$ cat src/rtl/mfn_pkg.sv
// Package: shared types and constants for the mixed fraction normalizer.
`timescale 1ns / 1ps

package mfn_pkg;

    // Field widths of the stream payloads
    localparam int unsigned NUM_W    = 32;
    localparam int unsigned DEN_W    = 32;
    localparam int unsigned STATUS_W = 3;
    localparam int unsigned WHOLE_W  = 32;
    localparam int unsigned RNUM_W   = 31;
    localparam int unsigned RDEN_W   = 32;
    localparam int unsigned IN_TDATA_W  = NUM_W + DEN_W;
    localparam int unsigned OUT_TDATA_W = 1 + WHOLE_W + RNUM_W + RDEN_W;

    // Result status codes
    typedef enum logic [STATUS_W-1:0] {
        ST_NAN   = 3'd0,
        ST_ZERO  = 3'd1,
        ST_WHOLE = 3'd2,
        ST_FRAC  = 3'd3,
        ST_MIXED = 3'd4
    } t_status;

    // Top-level sequencer states
    typedef enum logic [2:0] {
        S_IDLE,
        S_DIV,
        S_GCD,
        S_RED,
        S_DONE
    } t_state;

endpackage

$ cat src/rtl/mfn_div.sv
// Bit-serial restoring divider: one quotient bit per cycle.
`timescale 1ns / 1ps

module mfn_div #(
    parameter int unsigned DATA_WIDTH = 32
) (
    input  logic                  i_clk,
    input  logic                  i_rst_n,
    input  logic                  i_start,
    input  logic [DATA_WIDTH-1:0] i_dividend,
    input  logic [DATA_WIDTH-1:0] i_divisor,
    output logic                  o_done,
    output logic [DATA_WIDTH-1:0] o_quot,
    output logic [DATA_WIDTH-1:0] o_rem
);

    localparam int unsigned CW = $clog2(DATA_WIDTH);
    localparam logic [CW-1:0] LAST = CW'(DATA_WIDTH - 1);

    logic [DATA_WIDTH-1:0] r_quo;
    logic [DATA_WIDTH-1:0] r_rem;
    logic [DATA_WIDTH-1:0] r_dvs;
    logic [CW-1:0]         r_cnt;
    logic                  r_busy;
    logic                  r_done;

    logic [DATA_WIDTH:0]   w_shift;
    logic [DATA_WIDTH:0]   w_diff;

    // Shift in the next dividend bit and trial-subtract the divisor
    assign w_shift = {r_rem, r_quo[DATA_WIDTH-1]};
    assign w_diff  = w_shift - {1'b0, r_dvs};

    // Control: busy flag, step counter, done pulse
    always_ff @(posedge i_clk) begin
        if (!i_rst_n) begin
            r_busy <= 1'b0;
            r_done <= 1'b0;
            r_cnt  <= '0;
        end else begin
            r_done <= 1'b0;
            if (i_start) begin
                r_busy <= 1'b1;
                r_cnt  <= '0;
            end else if (r_busy) begin
                r_cnt <= r_cnt + 1'b1;
                if (r_cnt == LAST) begin
                    r_busy <= 1'b0;
                    r_done <= 1'b1;
                end
            end
        end
    end

    // Datapath shift registers
    always_ff @(posedge i_clk) begin
        if (i_start) begin
            r_quo <= i_dividend;
            r_rem <= '0;
            r_dvs <= i_divisor;
        end else if (r_busy) begin
            if (!w_diff[DATA_WIDTH]) begin
                r_rem <= w_diff[DATA_WIDTH-1:0];
                r_quo <= {r_quo[DATA_WIDTH-2:0], 1'b1};
            end else begin
                r_rem <= w_shift[DATA_WIDTH-1:0];
                r_quo <= {r_quo[DATA_WIDTH-2:0], 1'b0};
            end
        end
    end

    assign o_done = r_done;
    assign o_quot = r_quo;
    assign o_rem  = r_rem;

endmodule

$ cat src/rtl/mfn_gcd.sv
// Binary gcd unit: one halving or subtract-and-halve step per cycle.
`timescale 1ns / 1ps

module mfn_gcd #(
    parameter int unsigned DATA_WIDTH = 32
) (
    input  logic                  i_clk,
    input  logic                  i_rst_n,
    input  logic                  i_start,
    input  logic [DATA_WIDTH-1:0] i_a,
    input  logic [DATA_WIDTH-1:0] i_b,
    output logic                  o_done,
    output logic [DATA_WIDTH-1:0] o_gcd
);

    localparam int unsigned KW = $clog2(DATA_WIDTH);

    logic [DATA_WIDTH-1:0] r_a;
    logic [DATA_WIDTH-1:0] r_b;
    logic [KW-1:0]         r_k;
    logic [DATA_WIDTH-1:0] r_g;
    logic                  r_busy;
    logic                  r_done;

    logic [DATA_WIDTH:0]   w_amb;
    logic [DATA_WIDTH:0]   w_bma;

    assign w_amb = {1'b0, r_a} - {1'b0, r_b};
    assign w_bma = {1'b0, r_b} - {1'b0, r_a};

    // Control: runs until both operands meet
    always_ff @(posedge i_clk) begin
        if (!i_rst_n) begin
            r_busy <= 1'b0;
            r_done <= 1'b0;
        end else begin
            r_done <= 1'b0;
            if (i_start) begin
                r_busy <= 1'b1;
            end else if (r_busy && (r_a == r_b)) begin
                r_busy <= 1'b0;
                r_done <= 1'b1;
            end
        end
    end

    // Stein steps; common factors of two are counted in r_k
    always_ff @(posedge i_clk) begin
        if (i_start) begin
            r_a <= i_a;
            r_b <= i_b;
            r_k <= '0;
        end else if (r_busy) begin
            if (r_a == r_b) begin
                r_g <= r_a << r_k;
            end else if (!r_a[0] && !r_b[0]) begin
                r_a <= r_a >> 1;
                r_b <= r_b >> 1;
                r_k <= r_k + 1'b1;
            end else if (!r_a[0]) begin
                r_a <= r_a >> 1;
            end else if (!r_b[0]) begin
                r_b <= r_b >> 1;
            end else if (!w_amb[DATA_WIDTH]) begin
                r_a <= {1'b0, w_amb[DATA_WIDTH-1:1]};
            end else begin
                r_b <= {1'b0, w_bma[DATA_WIDTH-1:1]};
            end
        end
    end

    assign o_done = r_done;
    assign o_gcd  = r_g;

endmodule

$ cat src/rtl/mixed_fraction_normalize.sv
// Top level: signed fraction to mixed number in lowest terms.
// Path, accept to result valid: a zero numerator or denominator goes straight to done,
// a whole-only result follows the quotient divide, otherwise the result follows the
// quotient divide, the binary gcd steps and the reduction divides.
// Throughput: one request in flight; the next is accepted the cycle after the result
// loads into the output register. Reset (synchronous, active low) clears the
// sequencer and output valid.
`timescale 1ns / 1ps

module mixed_fraction_normalize #(
    parameter int unsigned DATA_WIDTH = 32
) (
    input  logic                                i_clk,
    input  logic                                i_rst_n,
    // s_axis_tdata: numerator [31:0], denominator [63:32]
    input  logic                                s_axis_tvalid,
    output logic                                s_axis_tready,
    input  logic [mfn_pkg::IN_TDATA_W-1:0]      s_axis_tdata,
    // m_axis_tdata: negative [0], whole_part [32:1], rest_numerator [63:33],
    //               rest_denominator [95:64]
    output logic                                m_axis_tvalid,
    input  logic                                m_axis_tready,
    output logic [mfn_pkg::OUT_TDATA_W-1:0]     m_axis_tdata,
    // m_axis_tuser: status [2:0]
    output logic [mfn_pkg::STATUS_W-1:0]        m_axis_tuser
);

    localparam int unsigned W = DATA_WIDTH;

    mfn_pkg::t_state r_state;
    mfn_pkg::t_state n_state;

    logic                  r_neg;
    logic [W-1:0]          r_ad;
    logic [W-1:0]          r_whole;
    logic [W-1:0]          r_rn;
    logic [W-1:0]          r_rd;
    mfn_pkg::t_status      r_status;

    logic                  r_o_valid;
    logic [mfn_pkg::OUT_TDATA_W-1:0] r_o_data;
    logic [mfn_pkg::STATUS_W-1:0]    r_o_user;

    logic                  w_accept;
    logic                  w_out_load;
    logic [W-1:0]          w_num;
    logic [W-1:0]          w_den;
    logic                  w_num_neg;
    logic                  w_den_neg;
    logic [W-1:0]          w_an;
    logic [W-1:0]          w_ad;
    logic                  w_special;

    logic                  w_div0_start;
    logic [W-1:0]          w_div0_a;
    logic [W-1:0]          w_div0_b;
    logic                  w_div0_done;
    logic [W-1:0]          w_div0_q;
    logic [W-1:0]          w_div0_r;
    logic                  w_div1_start;
    logic                  w_div1_done;
    logic [W-1:0]          w_div1_q;
    logic [W-1:0]          w_div1_r;
    logic                  w_gcd_start;
    logic                  w_gcd_done;
    logic [W-1:0]          w_gcd;

    // Input decode: resize to the working width, exact magnitudes
    assign w_num     = W'(signed'(s_axis_tdata[mfn_pkg::NUM_W-1:0]));
    assign w_den     = W'(signed'(s_axis_tdata[mfn_pkg::IN_TDATA_W-1:mfn_pkg::NUM_W]));
    assign w_num_neg = w_num[W-1];
    assign w_den_neg = w_den[W-1];
    assign w_an      = w_num_neg ? (~w_num + 1'b1) : w_num;
    assign w_ad      = w_den_neg ? (~w_den + 1'b1) : w_den;
    assign w_special = (w_den == '0) || (w_num == '0);

    assign w_accept   = s_axis_tvalid && s_axis_tready;
    assign w_out_load = (r_state == mfn_pkg::S_DONE) && (!r_o_valid || m_axis_tready);

    // Divider 0 serves the quotient divide and the numerator reduction
    assign w_div0_a = (r_state == mfn_pkg::S_IDLE) ? w_an : r_rn;
    assign w_div0_b = (r_state == mfn_pkg::S_IDLE) ? w_ad : w_gcd;

    // Sequencer state register
    always_ff @(posedge i_clk) begin
        if (!i_rst_n) begin
            r_state <= mfn_pkg::S_IDLE;
        end else begin
            r_state <= n_state;
        end
    end

    // Next state and unit starts
    always_comb begin
        n_state       = r_state;
        s_axis_tready = 1'b0;
        w_div0_start  = 1'b0;
        w_div1_start  = 1'b0;
        w_gcd_start   = 1'b0;
        unique case (r_state)
            mfn_pkg::S_IDLE: begin
                s_axis_tready = 1'b1;
                if (s_axis_tvalid) begin
                    if (w_special) begin
                        n_state = mfn_pkg::S_DONE;
                    end else begin
                        w_div0_start = 1'b1;
                        n_state      = mfn_pkg::S_DIV;
                    end
                end
            end
            mfn_pkg::S_DIV: begin
                if (w_div0_done) begin
                    if (w_div0_r == '0) begin
                        n_state = mfn_pkg::S_DONE;
                    end else begin
                        w_gcd_start = 1'b1;
                        n_state     = mfn_pkg::S_GCD;
                    end
                end
            end
            mfn_pkg::S_GCD: begin
                if (w_gcd_done) begin
                    w_div0_start = 1'b1;
                    w_div1_start = 1'b1;
                    n_state      = mfn_pkg::S_RED;
                end
            end
            mfn_pkg::S_RED: begin
                if (w_div0_done && w_div1_done) begin
                    n_state = mfn_pkg::S_DONE;
                end
            end
            mfn_pkg::S_DONE: begin
                if (w_out_load) begin
                    n_state = mfn_pkg::S_IDLE;
                end
            end
            default: begin
                n_state = mfn_pkg::S_IDLE;
            end
        endcase
    end

    // Result fields gathered along the way
    always_ff @(posedge i_clk) begin
        if (w_accept) begin
            r_ad <= w_ad;
            if (w_den == '0) begin
                r_status <= mfn_pkg::ST_NAN;
            end else begin
                r_status <= mfn_pkg::ST_ZERO;
            end
            r_neg   <= w_special ? 1'b0 : (w_num_neg ^ w_den_neg);
            r_whole <= '0;
            r_rn    <= '0;
            r_rd    <= '0;
        end else if ((r_state == mfn_pkg::S_DIV) && w_div0_done) begin
            r_whole <= w_div0_q;
            r_rn    <= w_div0_r;
            if (w_div0_r == '0) begin
                r_rd     <= W'(1);
                r_status <= mfn_pkg::ST_WHOLE;
            end else if (w_div0_q != '0) begin
                r_status <= mfn_pkg::ST_MIXED;
            end else begin
                r_status <= mfn_pkg::ST_FRAC;
            end
        end else if ((r_state == mfn_pkg::S_RED) && w_div0_done) begin
            r_rn <= w_div0_q;
            r_rd <= w_div1_q;
        end
    end

    // Output register: holds a result until the sink takes it
    always_ff @(posedge i_clk) begin
        if (!i_rst_n) begin
            r_o_valid <= 1'b0;
        end else if (w_out_load) begin
            r_o_valid <= 1'b1;
        end else if (m_axis_tready) begin
            r_o_valid <= 1'b0;
        end
    end

    always_ff @(posedge i_clk) begin
        if (w_out_load) begin
            r_o_user <= r_status;
            r_o_data <= {mfn_pkg::RDEN_W'(r_rd), mfn_pkg::RNUM_W'(r_rn),
                         mfn_pkg::WHOLE_W'(r_whole), r_neg};
        end
    end

    assign m_axis_tvalid = r_o_valid;
    assign m_axis_tdata  = r_o_data;
    assign m_axis_tuser  = r_o_user;

    // Quotient divide and numerator reduction
    mfn_div #(
        .DATA_WIDTH (W)
    ) u_div0 (
        .i_clk      (i_clk),
        .i_rst_n    (i_rst_n),
        .i_start    (w_div0_start),
        .i_dividend (w_div0_a),
        .i_divisor  (w_div0_b),
        .o_done     (w_div0_done),
        .o_quot     (w_div0_q),
        .o_rem      (w_div0_r)
    );

    // Denominator reduction, in step with divider 0; remainder is zero
    mfn_div #(
        .DATA_WIDTH (W)
    ) u_div1 (
        .i_clk      (i_clk),
        .i_rst_n    (i_rst_n),
        .i_start    (w_div1_start),
        .i_dividend (r_ad),
        .i_divisor  (w_gcd),
        .o_done     (w_div1_done),
        .o_quot     (w_div1_q),
        .o_rem      (w_div1_r)
    );

    // gcd of denominator magnitude and remainder
    mfn_gcd #(
        .DATA_WIDTH (W)
    ) u_gcd (
        .i_clk   (i_clk),
        .i_rst_n (i_rst_n),
        .i_start (w_gcd_start),
        .i_a     (r_ad),
        .i_b     (w_div0_r),
        .o_done  (w_gcd_done),
        .o_gcd   (w_gcd)
    );

endmodule
$ cat config.mk
export PLATFORM = sky130hd
export DESIGN_NAME = mixed_fraction_normalize
export DESIGN_NICKNAME = d
export VERILOG_FILES = /design/src/rtl/mfn_pkg.sv /design/src/rtl/mfn_div.sv /design/src/rtl/mfn_gcd.sv /design/src/rtl/mixed_fraction_normalize.sv
export SDC_FILE = /design/constraint.sdc
export NUM_CORES = 1
export LEC_CHECK = 0
export BUFFER_PORTS_ARGS = -buffer_cell sky130_fd_sc_hd__buf_2
export CAP_MARGIN = 40
export CORE_UTILIZATION = 60
export DETAILED_ROUTE_END_ITERATION = 10
export PLACE_DENSITY = 0.86
export SYNTH_ARGS = -nofsm -noshare
export SYNTH_HDL_FRONTEND = slang
export SYNTH_SLANG_ARGS = --single-unit
$ cat constraint.sdc
create_clock -name i_clk -period 10 [get_ports i_clk]
set_clock_uncertainty 0.2 [all_clocks]
set_input_delay 1 -clock i_clk [delete_from_list [all_inputs] [get_ports i_clk]]
set_output_delay 1 -clock i_clk [all_outputs]
set_load 0.005 [all_outputs]
==> results.json <==
{
  "setup_violations": 0,
  "start_kind": "input port",
  "cts-resized-gates": 0,
  "leakage_nw": 13.3,
  "detail_route.wl_per_cell_um": 22.2,
  "fp-row-count": 82,
  "synth_enable_flop_cells": 359,
  "synthesized_cell_area_mm2": 0.0307,
  "post_drt_via_cell_ratio": 6.41,
  "chipHeight_um": 228,
  "io-pin-count": 169,
  "worst_ep_arrival_ns": 5.74,
  "drt_first_iter_violations": 3549,
  "drc": 0,
  "routed-via-count": 25800,
  "synth.most_common_cell": "sky130_fd_sc_hd__nand2_1",
  "tritoncts": "built",
  "count_of_fill_cells_added_during_filler_insertion": 3807,
  "placed_cells": 3918,
  "drtAntennaViolNets": 0,
  "proportion_of_synthesized_chip_area_in_sequential_cells_pct": 47.1,
  "ir_worst_vdd_v": 0.000146,
  "ys_top_cells_by_count": "415 x sky130_fd_sc_hd__nand2_1, 359 x sky130_fd_sc_hd__edfxtp_1, 305 x sky130_fd_sc_hd__a21oi_1",
  "grt-ovfl-total": 0,
  "wirelength_mm": 89.2,
  "multi_input_gate_area_mm2": 0.0150,
  "global_route_wire_length_before_repair_mm": 137,
  "area_delta_synth_final_pct": 10.2,
  "synth.ff_latch_count": 544,
  "syn_area_per_cell_um2": 9.52,
  "setup-tns-final_ns": 0,
  "run_status": "finished, final reports clean",
  "cts-buffers-inserted": 54,
  "die_area_mm2": 0.0521,
  "share_of_yosys_cell_area_claimed_by_the_top_area_cell_type_pct": 35.1,
  "grt_antenna_before_repair": 3,
  "relSlewSlack_pct": 34.3,
  "clkSlewWorstSetupHoldPaths_ns": 0.06,
  "gp_congestion": 0.992,
  "cp-end-kind": "flip-flop",
  "power_density_mw_per_mm2": 155,
  "maxCapViolations": 0,
  "flip_flop_count_of_the_largest_register_after_layout": 96,
  "final.min_clock_period_ns": 5.38,
  "cts-htree-levels": 2,
  "num-nets-final": 3511,
  "synth_area_leader_cell": "sky130_fd_sc_hd__edfxtp_1",
  "synth_top_flop_cell": "sky130_fd_sc_hd__edfxtp_1",
  "synth.yosys.warnings": 0,
  "clock-root-buffer": "sky130_fd_sc_hd__clkbuf_16",
  "die_x_um": 228,
  "cts.sink_count": 544,
  "stdcell_count": 4023,
  "unrepaired_setup_endpoints_after_global_routing": "no",
  "hold_ws_ns": 0.223,
  "cts.repair_timing.setup_buffer_count": 0,
  "synth_nets": 3436,
  "synth.lib_cells_used.distinct": 75,
  "grt_pass1_vias": 23300,
  "synth_area_leaders": "sky130_fd_sc_hd__edfxtp_1 35%, sky130_fd_sc_hd__dfxtp_1 12%, sky130_fd_sc_hd__ha_1 5.6%, sky130_fd_sc_hd__nand2_1 5.1%, sky130_fd_sc_hd__a21oi_1 5.0%",
  "required_time_of_the_worst_setup_path_ns": 10.35,
  "fmaxAchievable_ghz": 0.186,
  "initial_utilization_pct": 61.0,
  "netlist_instances": 3227,
  "criticalPathCategory": "input port to flip-flop",
  "firstDrtPassIters": 6,
  "synth_async_sr_flop_share_pct": 0,
  "regArea_mm2": 0.0145,
  "cts_hold_repair.buffers": 0,
  "worst_pin_slew_ns": 0.982,
  "hold_path_class": "flip-flop to flip-flop",
  "cts.path.max_buffers": 3,
  "placeable_area_mm2": 0.0504,
  "final_layout_size_suffix_gt1_share_pct": 11.4,
  "hpwl_detailed_mm": 64.5,
  "timing_hold_violations_final": 0,
  "final.period_utilization_pct": 53.8,
  "clk-insertion-delay-late_ns": 0.62,
  "critical_path_peak_fanout": 94,
  "count_of_buffers_from_port_buffering": 168,
  "groute.usage.overall_pct": 33.5,
  "grt_max_degree": 95,
  "max_transition_viols_final": 0
}
-- final timing paths --
kind	startpoint	to	slack, ns	cells past startpoint
worst min register to register	r_status[1]	m_axis_tuser[1]	0.22	0
worst max-delay path	s_axis_tdata[39]	u_div0.o_rem[31]	4.62	12
worst max register to register	u_div0.o_quot[31]	u_div0.o_rem[1]	5.03	14
worst min-delay path	r_status[1]	m_axis_tuser[1]	0.22	0
-- power breakdown --
part	total [mW]	leakage, nW	switching, mW	internal, mW
Clock	2.04	0.854	0.900	1.14
Combinational	0.599	7.97	0.357	0.242
Sequential	2.60	4.46	0.134	2.47
-- logic make-up after synthesis --
| logic type | synth area share, % |
|---|---|
| buf+inv | 4.41 |
| xor+xnor | 5.16 |
| simple gates | 14.2 |
| fa+ha+maj | 5.84 |
| mux | 6.04 |
| compound gates | 17.2 |
| flops | 47.1 |
-- worst max-delay path, cell delays in order --
cell,delay [ns]
sky130_fd_sc_hd__buf_2,0.12
sky130_fd_sc_hd__nor4_1,0.45
sky130_fd_sc_hd__nand3_2,0.29
sky130_fd_sc_hd__or4_4,0.52
sky130_fd_sc_hd__or4_4,0.52
sky130_fd_sc_hd__or4_4,0.52
sky130_fd_sc_hd__or3_4,0.41
sky130_fd_sc_hd__o31ai_4,0.11
sky130_fd_sc_hd__o21a_4,0.76
sky130_fd_sc_hd__inv_4,0.42
sky130_fd_sc_hd__or3_1,0.42
sky130_fd_sc_hd__o22ai_1,0.12
-- per-stage QoR --
stage | utilization (%) | instance area (um2) | setup WS, ns | total power [mW]
floorplan | - | 30700 | 4.03 | 3.00
global placement | 63.5 | 32000 | 4.18 | 3.20
detailed placement | 63.7 | 32100 | 4.10 | 3.22
CTS | 67.2 | 33800 | 4.72 | 5.22
global route | 67.2 | 33800 | 4.47 | 5.39
finish | 67.2 | 33900 | 4.62 | 5.24
-- area by class of cell --
| cell class | instances | share of cell area [%] |
|---|---|---|
| inverter | 169 | 1.89 |
| multi-input combinational | 2329 | 44.2 |
| clock buffer | 73 | 4.32 |
| clock inverter | 29 | 0.894 |
| sequential | 544 | 42.8 |
| timing repair buffer | 204 | 3.41 |
| antenna | 3 | 0.0222 |
| tap | 672 | 2.48 |
-- layer usage --
| metal | up-vias | GRT usage (%) | share of wire [%] |
|---|---|---|---|
| met4 | 4 | 13.7 | 4.4 |
| met2 | 1497 | 49.8 | 43 |
| met1 | 12200 | 47.3 | 41 |
| met3 | 253 | 7.74 | 12 |
| met5 | - | 0 | 0.033 |
| li1 | 11800 | - | - |
-- cell usage in the layout, fill, tap and decap left out, types with 17 or more instances in the layout --
cell type	Yosys	routed
sky130_fd_sc_hd__ha_1	137	137
sky130_fd_sc_hd__o21a_1	23	23
sky130_fd_sc_hd__clkbuf_16	0	54
sky130_fd_sc_hd__nand3_1	59	58
sky130_fd_sc_hd__nor2_1	284	282
sky130_fd_sc_hd__nor2b_1	17	17
sky130_fd_sc_hd__mux4_2	19	19
sky130_fd_sc_hd__o21bai_1	24	24
sky130_fd_sc_hd__o21ai_0	224	223
sky130_fd_sc_hd__nor3_1	44	42
sky130_fd_sc_hd__dfxtp_1	185	180
sky130_fd_sc_hd__a21o_1	47	47
sky130_fd_sc_hd__nor4_1	27	26
sky130_fd_sc_hd__a221oi_1	42	42
sky130_fd_sc_hd__mux2_2	36	36
sky130_fd_sc_hd__a211oi_1	54	54
sky130_fd_sc_hd__xnor2_1	107	105
sky130_fd_sc_hd__inv_1	167	166
sky130_fd_sc_hd__buf_4	3	30
sky130_fd_sc_hd__mux2i_1	102	102
sky130_fd_sc_hd__buf_2	4	169
sky130_fd_sc_hd__nand2_1	415	414
sky130_fd_sc_hd__xor2_1	74	74
sky130_fd_sc_hd__edfxtp_1	359	359
sky130_fd_sc_hd__or4_1	19	19
sky130_fd_sc_hd__nand4_1	28	28
sky130_fd_sc_hd__a21oi_1	305	305
sky130_fd_sc_hd__and3_1	20	19
sky130_fd_sc_hd__a31oi_1	21	21
sky130_fd_sc_hd__nand2b_1	21	21
No activity file was read; power rests on OpenSTA's default activity.
